[config.mk]
export PLATFORM = sky130hd
export DESIGN_NAME = aesk_counter
export DESIGN_NICKNAME = d
export VERILOG_FILES = /design/src/aesk_pkg.sv /design/src/aesk_counter.sv
export SDC_FILE = /design/constraint.sdc
export NUM_CORES = 1
export LEC_CHECK = 0
export ABC_AREA = 1
export CORE_MARGIN = 2
export CORE_UTILIZATION = 40
export CTS_CLUSTER_SIZE = 24
export DETAILED_ROUTE_END_ITERATION = 6
export DONT_BUFFER_PORTS = 1
export PLACE_DENSITY_LB_ADDON = 0.3
export SETUP_SLACK_MARGIN = 0.15
export SYNTH_ARGS = -nofsm -noshare
export SYNTH_HDL_FRONTEND = slang
export SYNTH_SLANG_ARGS = --single-unit
[constraint.sdc]
create_clock -name i_clk -period 6.17 [get_ports i_clk]
set_input_delay 1.234 -clock i_clk [delete_from_list [all_inputs] [get_ports i_clk]]
set_output_delay 1.234 -clock i_clk [all_outputs]
set_load 0.05 [all_outputs]
[src/aesk_pkg.sv]
// Package for the AES-128 counter-mode key stream block.
// Holds widths, register indexes, the S-box and round helper functions.
`timescale 1ns / 1ps
`default_nettype none
package aesk_pkg;

    localparam int MAX_BLOCKS = 64;
    localparam int CNT_W      = 7;
    localparam int BIDX_W     = $clog2(MAX_BLOCKS + 1);
    localparam int ROUNDS     = 10;

    localparam logic [1:0] REG_KEY_LOW  = 2'd0;
    localparam logic [1:0] REG_KEY_HIGH = 2'd1;
    localparam logic [1:0] REG_IV_LOW   = 2'd2;
    localparam logic [1:0] REG_IV_HIGH  = 2'd3;

    typedef logic [127:0] t_block;

    // one pipeline slot: state, round key and the valid and last tags that travel with it
    typedef struct packed {
        logic   valid;
        logic   last;
        t_block state;
        t_block rkey;
    } t_slot;

    function automatic logic [7:0] sbox(input logic [7:0] a);
        logic [7:0] r;
        case (a)
            8'h00: r=8'h63; 8'h01: r=8'h7c; 8'h02: r=8'h77; 8'h03: r=8'h7b;
            8'h04: r=8'hf2; 8'h05: r=8'h6b; 8'h06: r=8'h6f; 8'h07: r=8'hc5;
            8'h08: r=8'h30; 8'h09: r=8'h01; 8'h0a: r=8'h67; 8'h0b: r=8'h2b;
            8'h0c: r=8'hfe; 8'h0d: r=8'hd7; 8'h0e: r=8'hab; 8'h0f: r=8'h76;
            8'h10: r=8'hca; 8'h11: r=8'h82; 8'h12: r=8'hc9; 8'h13: r=8'h7d;
            8'h14: r=8'hfa; 8'h15: r=8'h59; 8'h16: r=8'h47; 8'h17: r=8'hf0;
            8'h18: r=8'had; 8'h19: r=8'hd4; 8'h1a: r=8'ha2; 8'h1b: r=8'haf;
            8'h1c: r=8'h9c; 8'h1d: r=8'ha4; 8'h1e: r=8'h72; 8'h1f: r=8'hc0;
            8'h20: r=8'hb7; 8'h21: r=8'hfd; 8'h22: r=8'h93; 8'h23: r=8'h26;
            8'h24: r=8'h36; 8'h25: r=8'h3f; 8'h26: r=8'hf7; 8'h27: r=8'hcc;
            8'h28: r=8'h34; 8'h29: r=8'ha5; 8'h2a: r=8'he5; 8'h2b: r=8'hf1;
            8'h2c: r=8'h71; 8'h2d: r=8'hd8; 8'h2e: r=8'h31; 8'h2f: r=8'h15;
            8'h30: r=8'h04; 8'h31: r=8'hc7; 8'h32: r=8'h23; 8'h33: r=8'hc3;
            8'h34: r=8'h18; 8'h35: r=8'h96; 8'h36: r=8'h05; 8'h37: r=8'h9a;
            8'h38: r=8'h07; 8'h39: r=8'h12; 8'h3a: r=8'h80; 8'h3b: r=8'he2;
            8'h3c: r=8'heb; 8'h3d: r=8'h27; 8'h3e: r=8'hb2; 8'h3f: r=8'h75;
            8'h40: r=8'h09; 8'h41: r=8'h83; 8'h42: r=8'h2c; 8'h43: r=8'h1a;
            8'h44: r=8'h1b; 8'h45: r=8'h6e; 8'h46: r=8'h5a; 8'h47: r=8'ha0;
            8'h48: r=8'h52; 8'h49: r=8'h3b; 8'h4a: r=8'hd6; 8'h4b: r=8'hb3;
            8'h4c: r=8'h29; 8'h4d: r=8'he3; 8'h4e: r=8'h2f; 8'h4f: r=8'h84;
            8'h50: r=8'h53; 8'h51: r=8'hd1; 8'h52: r=8'h00; 8'h53: r=8'hed;
            8'h54: r=8'h20; 8'h55: r=8'hfc; 8'h56: r=8'hb1; 8'h57: r=8'h5b;
            8'h58: r=8'h6a; 8'h59: r=8'hcb; 8'h5a: r=8'hbe; 8'h5b: r=8'h39;
            8'h5c: r=8'h4a; 8'h5d: r=8'h4c; 8'h5e: r=8'h58; 8'h5f: r=8'hcf;
            8'h60: r=8'hd0; 8'h61: r=8'hef; 8'h62: r=8'haa; 8'h63: r=8'hfb;
            8'h64: r=8'h43; 8'h65: r=8'h4d; 8'h66: r=8'h33; 8'h67: r=8'h85;
            8'h68: r=8'h45; 8'h69: r=8'hf9; 8'h6a: r=8'h02; 8'h6b: r=8'h7f;
            8'h6c: r=8'h50; 8'h6d: r=8'h3c; 8'h6e: r=8'h9f; 8'h6f: r=8'ha8;
            8'h70: r=8'h51; 8'h71: r=8'ha3; 8'h72: r=8'h40; 8'h73: r=8'h8f;
            8'h74: r=8'h92; 8'h75: r=8'h9d; 8'h76: r=8'h38; 8'h77: r=8'hf5;
            8'h78: r=8'hbc; 8'h79: r=8'hb6; 8'h7a: r=8'hda; 8'h7b: r=8'h21;
            8'h7c: r=8'h10; 8'h7d: r=8'hff; 8'h7e: r=8'hf3; 8'h7f: r=8'hd2;
            8'h80: r=8'hcd; 8'h81: r=8'h0c; 8'h82: r=8'h13; 8'h83: r=8'hec;
            8'h84: r=8'h5f; 8'h85: r=8'h97; 8'h86: r=8'h44; 8'h87: r=8'h17;
            8'h88: r=8'hc4; 8'h89: r=8'ha7; 8'h8a: r=8'h7e; 8'h8b: r=8'h3d;
            8'h8c: r=8'h64; 8'h8d: r=8'h5d; 8'h8e: r=8'h19; 8'h8f: r=8'h73;
            8'h90: r=8'h60; 8'h91: r=8'h81; 8'h92: r=8'h4f; 8'h93: r=8'hdc;
            8'h94: r=8'h22; 8'h95: r=8'h2a; 8'h96: r=8'h90; 8'h97: r=8'h88;
            8'h98: r=8'h46; 8'h99: r=8'hee; 8'h9a: r=8'hb8; 8'h9b: r=8'h14;
            8'h9c: r=8'hde; 8'h9d: r=8'h5e; 8'h9e: r=8'h0b; 8'h9f: r=8'hdb;
            8'ha0: r=8'he0; 8'ha1: r=8'h32; 8'ha2: r=8'h3a; 8'ha3: r=8'h0a;
            8'ha4: r=8'h49; 8'ha5: r=8'h06; 8'ha6: r=8'h24; 8'ha7: r=8'h5c;
            8'ha8: r=8'hc2; 8'ha9: r=8'hd3; 8'haa: r=8'hac; 8'hab: r=8'h62;
            8'hac: r=8'h91; 8'had: r=8'h95; 8'hae: r=8'he4; 8'haf: r=8'h79;
            8'hb0: r=8'he7; 8'hb1: r=8'hc8; 8'hb2: r=8'h37; 8'hb3: r=8'h6d;
            8'hb4: r=8'h8d; 8'hb5: r=8'hd5; 8'hb6: r=8'h4e; 8'hb7: r=8'ha9;
            8'hb8: r=8'h6c; 8'hb9: r=8'h56; 8'hba: r=8'hf4; 8'hbb: r=8'hea;
            8'hbc: r=8'h65; 8'hbd: r=8'h7a; 8'hbe: r=8'hae; 8'hbf: r=8'h08;
            8'hc0: r=8'hba; 8'hc1: r=8'h78; 8'hc2: r=8'h25; 8'hc3: r=8'h2e;
            8'hc4: r=8'h1c; 8'hc5: r=8'ha6; 8'hc6: r=8'hb4; 8'hc7: r=8'hc6;
            8'hc8: r=8'he8; 8'hc9: r=8'hdd; 8'hca: r=8'h74; 8'hcb: r=8'h1f;
            8'hcc: r=8'h4b; 8'hcd: r=8'hbd; 8'hce: r=8'h8b; 8'hcf: r=8'h8a;
            8'hd0: r=8'h70; 8'hd1: r=8'h3e; 8'hd2: r=8'hb5; 8'hd3: r=8'h66;
            8'hd4: r=8'h48; 8'hd5: r=8'h03; 8'hd6: r=8'hf6; 8'hd7: r=8'h0e;
            8'hd8: r=8'h61; 8'hd9: r=8'h35; 8'hda: r=8'h57; 8'hdb: r=8'hb9;
            8'hdc: r=8'h86; 8'hdd: r=8'hc1; 8'hde: r=8'h1d; 8'hdf: r=8'h9e;
            8'he0: r=8'he1; 8'he1: r=8'hf8; 8'he2: r=8'h98; 8'he3: r=8'h11;
            8'he4: r=8'h69; 8'he5: r=8'hd9; 8'he6: r=8'h8e; 8'he7: r=8'h94;
            8'he8: r=8'h9b; 8'he9: r=8'h1e; 8'hea: r=8'h87; 8'heb: r=8'he9;
            8'hec: r=8'hce; 8'hed: r=8'h55; 8'hee: r=8'h28; 8'hef: r=8'hdf;
            8'hf0: r=8'h8c; 8'hf1: r=8'ha1; 8'hf2: r=8'h89; 8'hf3: r=8'h0d;
            8'hf4: r=8'hbf; 8'hf5: r=8'he6; 8'hf6: r=8'h42; 8'hf7: r=8'h68;
            8'hf8: r=8'h41; 8'hf9: r=8'h99; 8'hfa: r=8'h2d; 8'hfb: r=8'h0f;
            8'hfc: r=8'hb0; 8'hfd: r=8'h54; 8'hfe: r=8'hbb; default: r=8'h16;
        endcase
        return r;
    endfunction

    function automatic logic [7:0] rcon(input logic [3:0] r);
        logic [7:0] v;
        case (r)
            4'd1: v = 8'h01; 4'd2: v = 8'h02; 4'd3: v = 8'h04; 4'd4: v = 8'h08;
            4'd5: v = 8'h10; 4'd6: v = 8'h20; 4'd7: v = 8'h40; 4'd8: v = 8'h80;
            4'd9: v = 8'h1b; 4'd10: v = 8'h36;
            default: v = 8'h00;
        endcase
        return v;
    endfunction

    function automatic logic [7:0] xtime(input logic [7:0] a);
        return {a[6:0], 1'b0} ^ (a[7] ? 8'h1b : 8'h00);
    endfunction

    // byte n of a block sits in bits 8n+7:8n
    function automatic logic [7:0] byte_of(input t_block b, input int n);
        return b[8*n +: 8];
    endfunction

    // next round key from the previous one
    function automatic t_block next_key(input t_block k, input logic [3:0] r);
        t_block     o;
        logic [7:0] t0, t1, t2, t3;
        t0 = sbox(byte_of(k, 13)) ^ rcon(r);
        t1 = sbox(byte_of(k, 14));
        t2 = sbox(byte_of(k, 15));
        t3 = sbox(byte_of(k, 12));
        o[31:0]   = k[31:0]   ^ {t3, t2, t1, t0};
        o[63:32]  = k[63:32]  ^ o[31:0];
        o[95:64]  = k[95:64]  ^ o[63:32];
        o[127:96] = k[127:96] ^ o[95:64];
        return o;
    endfunction

    // one AES round: SubBytes, ShiftRows, optional MixColumns, AddRoundKey
    function automatic t_block aes_round(input t_block s, input t_block k,
                                         input logic mix);
        t_block     t;
        logic [7:0] a0, a1, a2, a3, al;
        for (int c = 0; c < 4; c++) begin
            for (int i = 0; i < 4; i++) begin
                t[8*(c*4+i) +: 8] = sbox(s[8*(((c + i) % 4)*4 + i) +: 8]);
            end
        end
        if (mix) begin
            for (int c = 0; c < 4; c++) begin
                a0 = t[8*(c*4)   +: 8];
                a1 = t[8*(c*4+1) +: 8];
                a2 = t[8*(c*4+2) +: 8];
                a3 = t[8*(c*4+3) +: 8];
                al = a0 ^ a1 ^ a2 ^ a3;
                t[8*(c*4)   +: 8] = a0 ^ al ^ xtime(a0 ^ a1);
                t[8*(c*4+1) +: 8] = a1 ^ al ^ xtime(a1 ^ a2);
                t[8*(c*4+2) +: 8] = a2 ^ al ^ xtime(a2 ^ a3);
                t[8*(c*4+3) +: 8] = a3 ^ al ^ xtime(a3 ^ a0);
            end
        end
        return t ^ k;
    endfunction

endpackage
`default_nettype wire

[src/aesk_counter.sv]
// Counter block sequencer: walks the requested block range and forms IV + index.
// Depends on aesk_pkg.
`timescale 1ns / 1ps
`default_nettype none
module aesk_counter import aesk_pkg::*; (
    input  wire logic              i_clk,
    input  wire logic              i_rst_n,
    input  wire logic              i_req_valid,
    output logic                   o_req_ready,
    input  wire logic [63:0]       i_start_block,
    input  wire logic [CNT_W-1:0]  i_block_count,
    input  wire logic [127:0]      i_iv,
    input  wire logic              i_adv,
    output logic                   o_valid,
    output logic                   o_last,
    output t_block                 o_ctr
);
    logic [63:0]       r_off;
    logic [BIDX_W-1:0] r_left;
    logic              r_busy;
    logic [CNT_W-1:0]  w_cnt;
    logic [63:0]       w_lo;
    logic              w_cy;

    // saturate the count
    assign w_cnt = (i_block_count > CNT_W'(MAX_BLOCKS)) ? CNT_W'(MAX_BLOCKS) : i_block_count;

    assign o_req_ready = !r_busy;
    assign o_valid     = r_busy;
    assign o_last      = (r_left == BIDX_W'(1));
    assign {w_cy, w_lo} = {1'b0, i_iv[63:0]} + {1'b0, r_off};
    assign o_ctr        = {i_iv[127:64] + {63'd0, w_cy}, w_lo};

    // take a request, then step one block per issued slot
    always_ff @(posedge i_clk) begin
        if (!i_rst_n) begin
            r_busy <= 1'b0;
            r_left <= '0;
        end else if (!r_busy) begin
            if (i_req_valid && w_cnt != '0) begin
                r_busy <= 1'b1;
                r_left <= BIDX_W'(w_cnt);
            end
        end else if (i_adv) begin
            r_left <= r_left - BIDX_W'(1);
            if (r_left == BIDX_W'(1)) r_busy <= 1'b0;
        end
    end

    always_ff @(posedge i_clk) begin
        if (!r_busy) r_off <= i_start_block;
        else if (i_adv) r_off <= r_off + 64'd1;
    end
endmodule
`default_nettype wire

Yosys cells after proc, flatten, opt, wreduce, memory -nomap -nowiden
Index checks and enable logic that the tools add are counted.
- register bits: 72
- output and inout port bits: 131
- add/subtract/negate cells: 4
- magnitude comparators: 1
- equal/unequal tests: 2
- mux-type cells: 10
- reductions and logical operators: 5
- operators by type and width (operator ; count):
    64-bit two-way mux ; 2
    64-bit by 64-bit adder with 65-bit output ; 1
    64-bit by 1-bit adder with 64-bit output ; 1
    64-bit by 1-bit adder with 64-bit output (second input constant) ; 1
    7-bit two-way mux ; 4
    7-bit by 1-bit equality test with 1-bit output (second input constant) ; 1
    7-bit greater-than comparator (second input constant) ; 1
    7-bit nonzero test ; 1
    7-bit by 1-bit subtractor with 7-bit output (second input constant) ; 1
    1-bit two-way mux ; 4
    2-bit != test (second input constant) ; 1
    2-bit AND reduction ; 1
    2-bit nonzero test ; 1
    1-bit logical AND ; 1
    1-bit zero test ; 1

Logic depth before layout (Yosys ltp)
Gate-level depths: netlist of run 1.
- depth after elaboration: 6
- gate-level depth with buffers: 25
- depth with buffers taken out: 25

Worst setup path after synthesis of run 1
Ideal clock, no wire load.
- path kind: input -> output
- from: in i_iv[27]
- to: out o_ctr[98]
- arrival: 4.392 ns
- required time: 4.936 ns
- slack: 0.544 ns
- cell stages on the path: 21
- path buffers: 0
- cells stage by stage: ha_1 > nand2_1 > nor2_1 > inv_1 > nor2_1 > inv_1 > o21bai_1 > nand2_1 > nand3_1 > nand2_1 > nand2_1 > ha_1 > ha_1 > nand3_4 > nor2_4 > nand2_4 > nor2_4 > nand2_2 > nor2_2 > nand3_2 > xor2_1
- word-level cells in the longest chain between the ends: 2
- RTL lines (element ; RTL line ; source):
    from (decl) ; aesk_counter.sv:12 ; input wire logic [127:0] i_iv,
    64-bit by 64-bit adder with 65-bit output ; aesk_counter.sv:31 ; assign {w_cy, w_lo} = {1'b0, i_iv[63:0]} + {1'b0, r_off};
    64-bit by 1-bit adder with 64-bit output ; aesk_counter.sv:32 ; assign o_ctr = {i_iv[127:64] + {63'd0, w_cy}, w_lo};
    to (decl) ; aesk_counter.sv:16 ; output t_block o_ctr
Every way passes these cells.

Final worst setup path of run 1
- from: in i_iv[45]
- to: out o_ctr[114]
The elaborated chain is that of the path after synthesis.

==> metrics.yaml, run 1 <==
pwr:
  switching_share_pct: 58.15
  power_density_nw_per_um2: 223.0
  combPwrFrac_pct: 62.1
  switchingPower_mw: 1.867
  leakage_nw: 7.863
  p_int_mw: 1.343
  pwr-share-clk_pct: 14.5
  vdd_drop_max_v: 0.0001991
  p_seq_share_pct: 23.3
timing:
  fin_ws_ns: 0.4073
  fin_crit_sh_pct: 93.40
  finalCriticalPeriod_ns: 5.763
  tightest_slew_ns: 1.096
  setup_viol: 0
  grt_setup_unrepaired: "false"
  max_freq_mhz: 173.5
  final_hold_viol_count: 0
  relSlewSlack_pct: 26.71
  fin_tns_setup_ns: 0
  slew_viol_final: 0
  finClkSkew_ns: 0.008321
floorplanning:
  core_um2: 31720
  dieWidth_um: 183.9
  rows: 65
  start_util_pct: 40.83
  die_area_um2: 33830
  io_pins: 334
  dieHeight_um: 183.9
setup_path:
  r2r_setup_slack_ns: 2.91
  critical_path_class: "primary input to primary output"
  crit_path_end_kind: "primary output"
  worst-endpoint-arrival_ns: 4.53
  critPathLaunchType: "primary input"
  path_max_fanout: 5
  required_ns: 4.94
logic_synthesis:
  syn_nets: 2690
  synthCells: 2417
  yosys_warnings: 0
  synth.top_cell.area_share_pct: 29.07
  synth_top_area_cell: "nand2_1"
  synth_area_leaders: "nand2_1 29%, edfxtp_1 15%, inv_1 13%, nor2_1 8.2%, ha_1 6.7%"
  ys_seq_area_share_pct: 16.08
  syn-cell-area_um2: 12950
  synth.distinct_cells: 40
  synth_seq_cells: 72
  synth.avg_cell_area_um2: 5.358
layout:
  area_delta_synth_final_pct: 11.15
  utilization_pct: 45.38
  nFillCells: 3604
  drive_gt1_share_pct: 5.939
  seqCellArea_um2: 2083
  multi_input_area_um2: 9159
  finalNetCount: 2778
placed_design:
  place.gp.congestion: 1.027
  hpwl_um: 52820
  portBuffers: 0
  preCtsSetupSlack_ns: 0.2097
grt:
  grt_pass1_vias: 13837
  grt_max_degree: 92
  antenna_found_initial: 2
  track_usage_pct: 34.34
  grt_pass1_wl_um: 85520
  gr-total-overflow: 0
detailed_routing:
  vias: 15321
  avgRoutedWirePerCell_um: 20.32
  dr.pass1.iters: 6
  ant_nets: 0
  drt-total-wl_um: 59200
  drc_errors: 0
  drt-initial-drc-count: 1668
  via_per_inst: 5.260
clock_network:
  cts_tree: "yes"
  numCtsBuffers: 9
  root_buffer: "clkbuf_16"
  cts_buffer_depth: 2
  h-tree-depth: 3
  clkLatencyLatePin_ns: 0.34
  clkSlewWorstSetupHoldPaths_ns: 0.05
  cts_sinks: 72
  hold_buffers: 0
hold_path:
  hold_path_class: "flip-flop to flip-flop"
run_status:
  status: "finished clean"
run:
  drv_cap: 0
-- synth_stat cells, drive strengths merged --
library cell  instances
nor2                297
inv                 449
nand4                48
nor4                  3
and2                  3
o21bai                4
edfxtp               64
dfxtp                 8
nand3b                5
nand3               130
nor3                 63
clkbuf               11
or2                   4
o211a                 1
buf                   4
fa                    1
nor3b                 1
nand2              1009
ha                   69
and3                  1
a21oi                54
xor2                 98
a31oi                10
xnor2                39
o21ai                38
a211oi                2
o22ai                 1
-- power by group through the flow --
stage	clock, mW	combinational (mW)	sequential [mW]
2_1_floorplan	0	1.51	0.674
3_3_place_gp	0	1.96	0.748
3_5_place_dp	0	1.97	0.749
4_1_cts	0.473	1.97	0.740
5_1_grt	0.490	2.15	0.751
6_report	0.466	1.99	0.749
-- state kept, by name, summed over array words and instances, names as in the netlist --
signal / cells
o_valid: 1
r_left: 7
r_off: 64
-- metal layers --
layer	wire, um	GRT usage [%]	vias up
met2	24530	50.79	709
li1	-	-	7620
met1	27690	50.89	6946
met4	879	6.944	0
met5	0	0	-
met3	6102	7.310	46
-- layout make-up --
cell class                 instances  share of cell area [%]
clock inverter                     4                  0.1565
timing repair buffer              92                   4.885
clock buffer                      11                   1.617
sequential                        72                   14.47
antenna                            2                 0.03477
multi-input combinational       1881                   63.62
tap                              402                   3.494
inverter                         449                   11.72
-- per-stage QoR --
| stage | cell area, um2 | hold WS, ns | cells | total power, mW |
|---|---|---|---|---|
| floorplan | 12950 | 0.4701 | 2417 | 2.183 |
| finish | 14400 | 0.5052 | 2913 | 3.210 |
| CTS | 14340 | 0.5031 | 2909 | 3.184 |
| global placement | 14090 | 0.4888 | 2894 | 2.709 |
| global route | 14390 | 0.5400 | 2912 | 3.389 |
| detailed placement | 14090 | 0.4956 | 2894 | 2.714 |
-- final timing paths --
check,depth (start not counted),end,startpoint
setup reg to reg,9,r_left[2]$_SDFFE_PN0P_,o_valid$_SDFF_PN0_
hold reg to reg,2,r_left[5]$_SDFFE_PN0P_,r_left[5]$_SDFFE_PN0P_
hold / removal,2,r_left[5]$_SDFFE_PN0P_,r_left[5]$_SDFFE_PN0P_
setup / recovery,24,o_ctr[114],i_iv[45]
-- logic make-up after synthesis --
logic type | synth area share, %
fa+ha+maj | 6.821
buf+inv | 13.46
xor+xnor | 9.265
simple gates | 49.87
compound gates | 4.512
flops | 16.08
-- what timing repair did --
action / in CTS / in global routing
setup buffers: 0 / 2
resized for setup: 0 / 10
setup endpoints to repair: 0 / 25
-- worst max-delay path, cell delays in order --
cell and delay, ns:
ha_1 0.36, nand2_1 0.14, nor2_1 0.15, inv_1 0.08
nor2_1 0.21, nand2_1 0.11, nor2_1 0.10, nand2_1 0.08
nand3_1 0.17, nand2_1 0.07, nand2_1 0.09, ha_2 0.23
ha_2 0.24, nand3_4 0.14, nor2_4 0.17, nand2_4 0.10
nor2_4 0.11, nand2_2 0.07, nor2_4 0.13, nand3_2 0.09
nor2_1 0.10, nand3_1 0.07, nand2_1 0.12, buf_12 0.15
-- cell usage in the layout (no fill, tap or decap), drive strengths merged, types with 11 or more instances in the layout --
cell type / synthesis / layout
inv: 449 / 448
buf: 4 / 92
xnor2: 39 / 39
ha: 69 / 69
edfxtp: 64 / 64
xor2: 98 / 98
clkbuf: 11 / 11
nor2: 297 / 297
o21ai: 38 / 38
a21oi: 54 / 54
nor3: 63 / 63
nand2: 1009 / 1009
nand4: 48 / 48
nand3: 130 / 130
(Power assumes the default switching activity.)
==> inputs of run 2 (changes only) <==
PLACE_DENSITY_LB_ADDON = default   (was 0.3)
==> metrics.yaml, run 2 (same netlist as run 1, synthesis figures left out) <==
layout:
  finish.instance_area_um2: 14470  # was 14400 um2
  drive_gt1_share_pct: 6.058  # was 5.939%
  final_common_cell: "nand2_1"  # unchanged
  final_cell_mix: "1003 x nand2_1, 446 x inv_1, 279 x nor2_1"  # was 1003 x nand2_1, 446 x inv_1, 280 x nor2_1
  finalNetCount: 2779  # was 2778
  utilization_pct: 45.63  # was 45.38%
  nFillCells: 3574  # was 3604
  regMostFlops: "r_off"  # unchanged
  largest_register_ffs: 64  # unchanged
  area_delta_synth_final_pct: 11.76  # was 11.15%
setup_path:
  critPathLaunchType: "primary input"  # unchanged
  cpMostUsedCell: "nand2_1"  # unchanged
  worst-endpoint-arrival_ns: 4.60  # was 4.53 ns
  r2r_start: "r_off[0]$_DFFE_PP_"  # was o_valid$_SDFF_PN0_
  critical_path_class: "primary input to primary output"  # unchanged
  cp_cell_sequence: "ha_1 -> nand2_1 -> nor2_2 -> inv_1 -> nor2_2 -> inv_1 -> o21bai_1 -> nand2_1 -> nand3_1 -> nand2_1 -> nand2_1 -> ha_2 -> ha_2 -> inv_1 -> nor3_1 -> buf_4 -> nand2_1 -> nor3_1 -> xor2_1 -> buf_4"  # was ha_1 -> nand2_1 -> nor2_1 -> inv_1 -> nor2_1 -> nand2_1 -> nor2_1 -> nand2_1 -> nand3_1 -> nand2_1 -> nand2_1 -> ha_2 -> ha_2 -> nand3_4 -> nor2_4 -> nand2_4 -> nor2_4 -> nand2_2 -> nor2_4 -> nand3_2 -> nor2_1 -> nand3_1 -> nand2_1 -> buf_12
  cp_top_family: "simple AND/OR/NAND/NOR gates"  # unchanged
  critPathMaxStageDelay_ns: 0.41  # was 0.36 ns
  worstSetupStartpoint: "i_iv[27]"  # was i_iv[45]
  path_max_fanout: 5  # unchanged
  required_ns: 4.94  # about the same
  critPathBufInv: 5  # was 2
  slowest_stage: "ha_1"  # unchanged
  crit_path_end_kind: "primary output"  # unchanged
placed_design:
  hpwl_um: 52750  # was 52820 um
  place.gp.congestion: 0.9925  # was 1.027
  post_dp_cell_area_um2: 14110  # was 14090 um2
  portBuffers: 0  # unchanged
clock_network:
  cts_resized: 0  # unchanged
  hold_buffers: 0  # unchanged
  h-tree-depth: 3  # unchanged
  cts_sinks: 72  # unchanged
  cts_buffer_depth: 2  # unchanged
  post_cts_buffers: 0  # unchanged
  cts_tree: "yes"  # unchanged
  numCtsBuffers: 9  # unchanged
  clkSlewWorstSetupHoldPaths_ns: 0.05  # about the same
  clkLatencyLatePin_ns: 0.35  # was 0.34 ns
  root_buffer: "clkbuf_16"  # unchanged
timing:
  relSlewSlack_pct: 25.87  # was 26.71%
  setup_viol: 0  # unchanged
  fin_tns_setup_ns: 0  # unchanged
  max_freq_mhz: 171.3  # was 173.5 MHz
  finClkSkew_ns: 0.008050  # was 0.008321 ns
  grt_setup_unrepaired: "false"  # unchanged
  slew_viol_final: 0  # unchanged
  finalCriticalPeriod_ns: 5.837  # was 5.763 ns
  fin_crit_sh_pct: 94.61  # was 93.40%
  final_hold_viol_count: 0  # unchanged
  tightest_slew_ns: 1.108  # was 1.096 ns
pwr:
  power_mw: 3.363  # was 3.210 mW
  vdd_drop_max_v: 0.0003165  # was 0.0001991 V
  power_density_nw_per_um2: 232.3  # was 223.0 nW/um2
  leakage_nw: 7.911  # was 7.863 nW
hold_path:
  min_from: "r_left[1]$_SDFFE_PN0P_"  # was r_left[5]$_SDFFE_PN0P_
  hold_path_class: "flip-flop to flip-flop"  # unchanged
run:
  drv_cap: 0  # unchanged
floorplanning:
  rows: 65  # unchanged
  die_area_um2: 33830  # unchanged
  io_pins: 334  # unchanged
  core_um2: 31720  # unchanged
  dieHeight_um: 183.9  # unchanged
  start_util_pct: 40.83  # unchanged
  dieWidth_um: 183.9  # unchanged
detailed_routing:
  drt-total-wl_um: 59720  # was 59200 um
  via_per_inst: 5.292  # was 5.260
  ant_nets: 0  # unchanged
  avgRoutedWirePerCell_um: 20.51  # was 20.32 um
  dr.pass1.iters: 6  # unchanged
  drc_errors: 0  # unchanged
  drt-initial-drc-count: 1384  # was 1668
  vias: 15411  # was 15321
grt:
  gr-total-overflow: 0  # unchanged
  grt_pass1_wl_um: 85050  # was 85520 um
  grt_pass1_vias: 13868  # was 13837
  track_usage_pct: 34.24  # was 34.34%
  grt_max_degree: 91  # was 92
  antenna_found_initial: 1  # was 2
run_status:
  status: "finished clean"  # unchanged
run 2: worst min-delay path, cell delays in order, from the launching register on:
cell,delay [ns]
dfxtp_1,0.31
inv_1,0.09
a21oi_1,0.06
run 2: per-layer routing:
metal | vias up | track usage (%) | share of wire (%)
li1 | 7590 | - | -
met1 | 6987 | 50.67 | 47
met2 | 743 | 49.77 | 40
met3 | 91 | 7.191 | 9.6
met4 | 0 | 9.184 | 2.8
met5 | - | 0 | 0
run 2: worst paths after layout:
path	endpoint	slack [ns]	depth (start not counted)
setup / recovery	o_ctr[122]	0.33	20
hold / removal	r_left[1]$_SDFFE_PN0P_	0.51	2
setup reg to reg	r_off[48]$_DFFE_PP_	3.76	9
hold reg to reg	r_left[1]$_SDFFE_PN0P_	0.51	2
run 2: stage by stage:
stage / instances / worst slack, ns / hold WS, ns
after detailed placement: 2897 / 0.2165 / 0.4933
after floorplan: 2417 / 0.5438 / 0.4701
after global placement: 2897 / 0.3278 / 0.4812
after global routing: 2912 / 0.1288 / 0.5170
final: 2912 / 0.3329 / 0.5093
after CTS: 2911 / 0.2087 / 0.5057
run 2: cell type report:
type	count	area, um2	share of cell area (%)
multi-input cells	1881	9164	63.31
well taps	402	503.0	3.475
clock inverters	4	95.09	0.6570
clock buffers	10	229.0	1.582
repair buffers	93	710.7	4.910
inverters	449	1687	11.65
diodes	1	2.502	0.01729
flip-flops and latches	72	2083	14.39
run 2: where the power goes:
part	switching [mW]	internal [mW]	leakage, nW
clock network	0.206	0.390	0.158
registers	0.142	0.608	0.737
logic	1.54	0.475	7.02
total	1.89	1.47	7.91
==> inputs of run 3 (changes only) <==
clock period = 5.3 ns   (was 6.17 ns; I/O delays follow)
==> metrics.yaml, run 3 (same netlist as run 1, synthesis figures left out) <==
run_status:
  status: "finished clean"  # unchanged
floorplanning:
  io_pins: 334  # unchanged
  core_um2: 31720  # unchanged
  rows: 65  # unchanged
  start_util_pct: 40.83  # unchanged
  die_area_um2: 33830  # unchanged
  dieHeight_um: 183.9  # unchanged
  dieWidth_um: 183.9  # unchanged
clock_network:
  numCtsBuffers: 9  # unchanged
  clkSlewWorstSetupHoldPaths_ns: 0.06  # was 0.05 ns
  cts_sinks: 72  # unchanged
  clkLatencyLatePin_ns: 0.35  # about the same
  cts_buffer_depth: 2  # unchanged
  root_buffer: "clkbuf_16"  # unchanged
  h-tree-depth: 3  # unchanged
  cts_tree: "yes"  # unchanged
  hold_buffers: 0  # unchanged
grt:
  grt_max_degree: 73  # was 91
  grt_pass1_vias: 14260  # was 13868
  grt_pass1_wl_um: 84900  # was 85050 um
  gr-total-overflow: 0  # unchanged
  track_usage_pct: 33.51  # was 34.24%
  antenna_found_initial: 2  # was 1
layout:
  final_common_cell: "nand2_1"  # unchanged
  drive_gt1_share_pct: 10.99  # was 6.058%
  finish.instance_area_um2: 15510  # was 14470 um2
  final_cell_mix: "989 x nand2_1, 446 x inv_1, 271 x nor2_1"  # was 1003 x nand2_1, 446 x inv_1, 279 x nor2_1
  regMostFlops: "r_off"  # unchanged
  area_delta_synth_final_pct: 19.77  # was 11.76%
  finalNetCount: 2870  # was 2779
  largest_register_ffs: 64  # unchanged
  stdcell_count: 3005  # was 2912
placed_design:
  place.gp.congestion: 1.051  # was 0.9925
  hpwl_um: 51050  # was 52750 um
  portBuffers: 0  # unchanged
  post_dp_cell_area_um2: 14930  # was 14110 um2
  place_inst: 2988  # was 2897
setup_path:
  regToRegEndpoint: "r_off[48]$_DFFE_PP_"  # unchanged
  required_ns: 4.24  # was 4.94 ns
  critical_path_class: "primary input to primary output"  # unchanged
  r2r_start: "r_off[0]$_DFFE_PP_"  # unchanged
  worst-endpoint-arrival_ns: 3.90  # was 4.60 ns
  critPathLaunchType: "primary input"  # unchanged
  path_max_fanout: 4  # was 5
  worstRegToRegCells: 9  # unchanged
  worstSetupStartpoint: "i_iv[0]"  # was i_iv[27]
  crit_path_end_kind: "primary output"  # unchanged
  r2r_setup_slack_ns: 2.84  # was 3.76 ns
hold_path:
  holdPathStages: 2  # unchanged
  min_from: "r_left[4]$_SDFFE_PN0P_"  # was r_left[1]$_SDFFE_PN0P_
  hold_path_class: "flip-flop to flip-flop"  # unchanged
  min_to: "r_left[4]$_SDFFE_PN0P_"  # was r_left[1]$_SDFFE_PN0P_
timing:
  fin_crit_sh_pct: 93.52
  fin_tns_setup_ns: 0  # unchanged
  slew_viol_final: 0  # unchanged
  final_hold_viol_count: 0  # unchanged
  grt_setup_unrepaired: "false"  # unchanged
  finalCriticalPeriod_ns: 4.957
  tightest_slew_ns: 1.041  # was 1.108 ns
  hold_ws_ns: 0.5066  # was 0.5093 ns
  finClkSkew_ns: 0.008908  # was 0.008050 ns
  max_freq_mhz: 201.8
  relSlewSlack_pct: 30.38  # was 25.87%
  setup_viol: 0  # unchanged
pwr:
  combPwrFrac_pct: 61.4  # was 60.0%
  leakage_nw: 8.426  # was 7.911 nW
  switching_share_pct: 54.22  # was 56.18%
  pwr-share-clk_pct: 17.2  # was 17.7%
  p_int_mw: 1.872  # was 1.473 mW
  p_seq_share_pct: 21.4  # was 22.3%
  power_density_nw_per_um2: 263.6  # was 232.3 nW/um2
  switchingPower_mw: 2.217  # was 1.889 mW
  vdd_drop_max_v: 0.0002051  # was 0.0003165 V
detailed_routing:
  via_per_inst: 5.202  # was 5.292
  dr.pass1.iters: 5  # was 6
  drt-initial-drc-count: 1589  # was 1384
  vias: 15632  # was 15411
  drc_errors: 0  # unchanged
  ant_nets: 0  # unchanged
  drt-total-wl_um: 57970  # was 59720 um
  avgRoutedWirePerCell_um: 19.29  # was 20.51 um
run:
  drv_cap: 0  # unchanged
run 3: critical path: stages:
cell	delay (ns)
ha_2	0.19
fa_2	0.22
nand3_1	0.09
nand3_2	0.09
nand2_1	0.06
nand2_2	0.10
nand3_1	0.10
nand2_2	0.09
nand2_1	0.09
nand3_2	0.11
nand2_1	0.07
nand2_2	0.07
ha_4	0.14
ha_4	0.16
nand3_4	0.12
nor2_4	0.15
nand2_4	0.09
buf_4	0.15
nor4_4	0.25
buf_4	0.17
xor2_4	0.16
buf_12	0.15
run 3: how the worst max path moves through the flow:
stage | slack (ns) | to | cells past startpoint
floorplan | 0.15 | o_ctr[120] | 19
global placement | 0.06 | o_ctr[104] | 21
global route | 0.16 | o_ctr[104] | 21
CTS | 0.15 | o_ctr[104] | 21
finish | 0.34 | o_ctr[104] | 22
detailed placement | -0.07 | o_ctr[104] | 21
run 3: what timing repair did:
item / 4_1_cts / 5_1_grt
hold endpoints to repair: 0 / 0
pin swaps: 0 / 5
resized for setup: 7 / 46
setup buffers: 0 / 0
endpoints found under the setup margin: 12 / 32
run 3: through the flow:
step	worst slack, ns	utilization (%)	power [mW]
after floorplan	0.1513	-	2.543
after global placement	0.06093	47.08	3.291
after CTS	0.1513	48.23	4.013
after detailed placement	-0.06789	47.08	3.304
final	0.3434	48.90	4.089
after global routing	0.1582	48.90	4.314
run 3: power groups by stage:
stage	sequential, mW	combinational (mW)	clock (mW)
3_5_place_dp	0.871	2.43	0
5_1_grt	0.876	2.71	0.732
3_3_place_gp	0.870	2.42	0
4_1_cts	0.859	2.45	0.706
6_report	0.874	2.51	0.704
2_1_floorplan	0.785	1.76	0
run 3: cell type report:
type / instances / area [um2]
Fill cell: 3509 / 16210
Clock buffer: 10 / 229.0
Sequential cell: 72 / 2083
Clock inverter: 6 / 107.6
Inverter: 449 / 1687
Multi-Input combinational cell: 1881 / 9414
Antenna cell: 1 / 2.502
Timing Repair Buffer: 184 / 1485
Tap cell: 402 / 503.0
run 3: routing by layer:
layer,wire length (um),track usage [%],up-vias
li1,-,-,7760
met2,23940,50.07,723
met4,1327,7.296,0
met5,0,0,-
met1,27140,50.01,7075
met3,5565,5.606,74
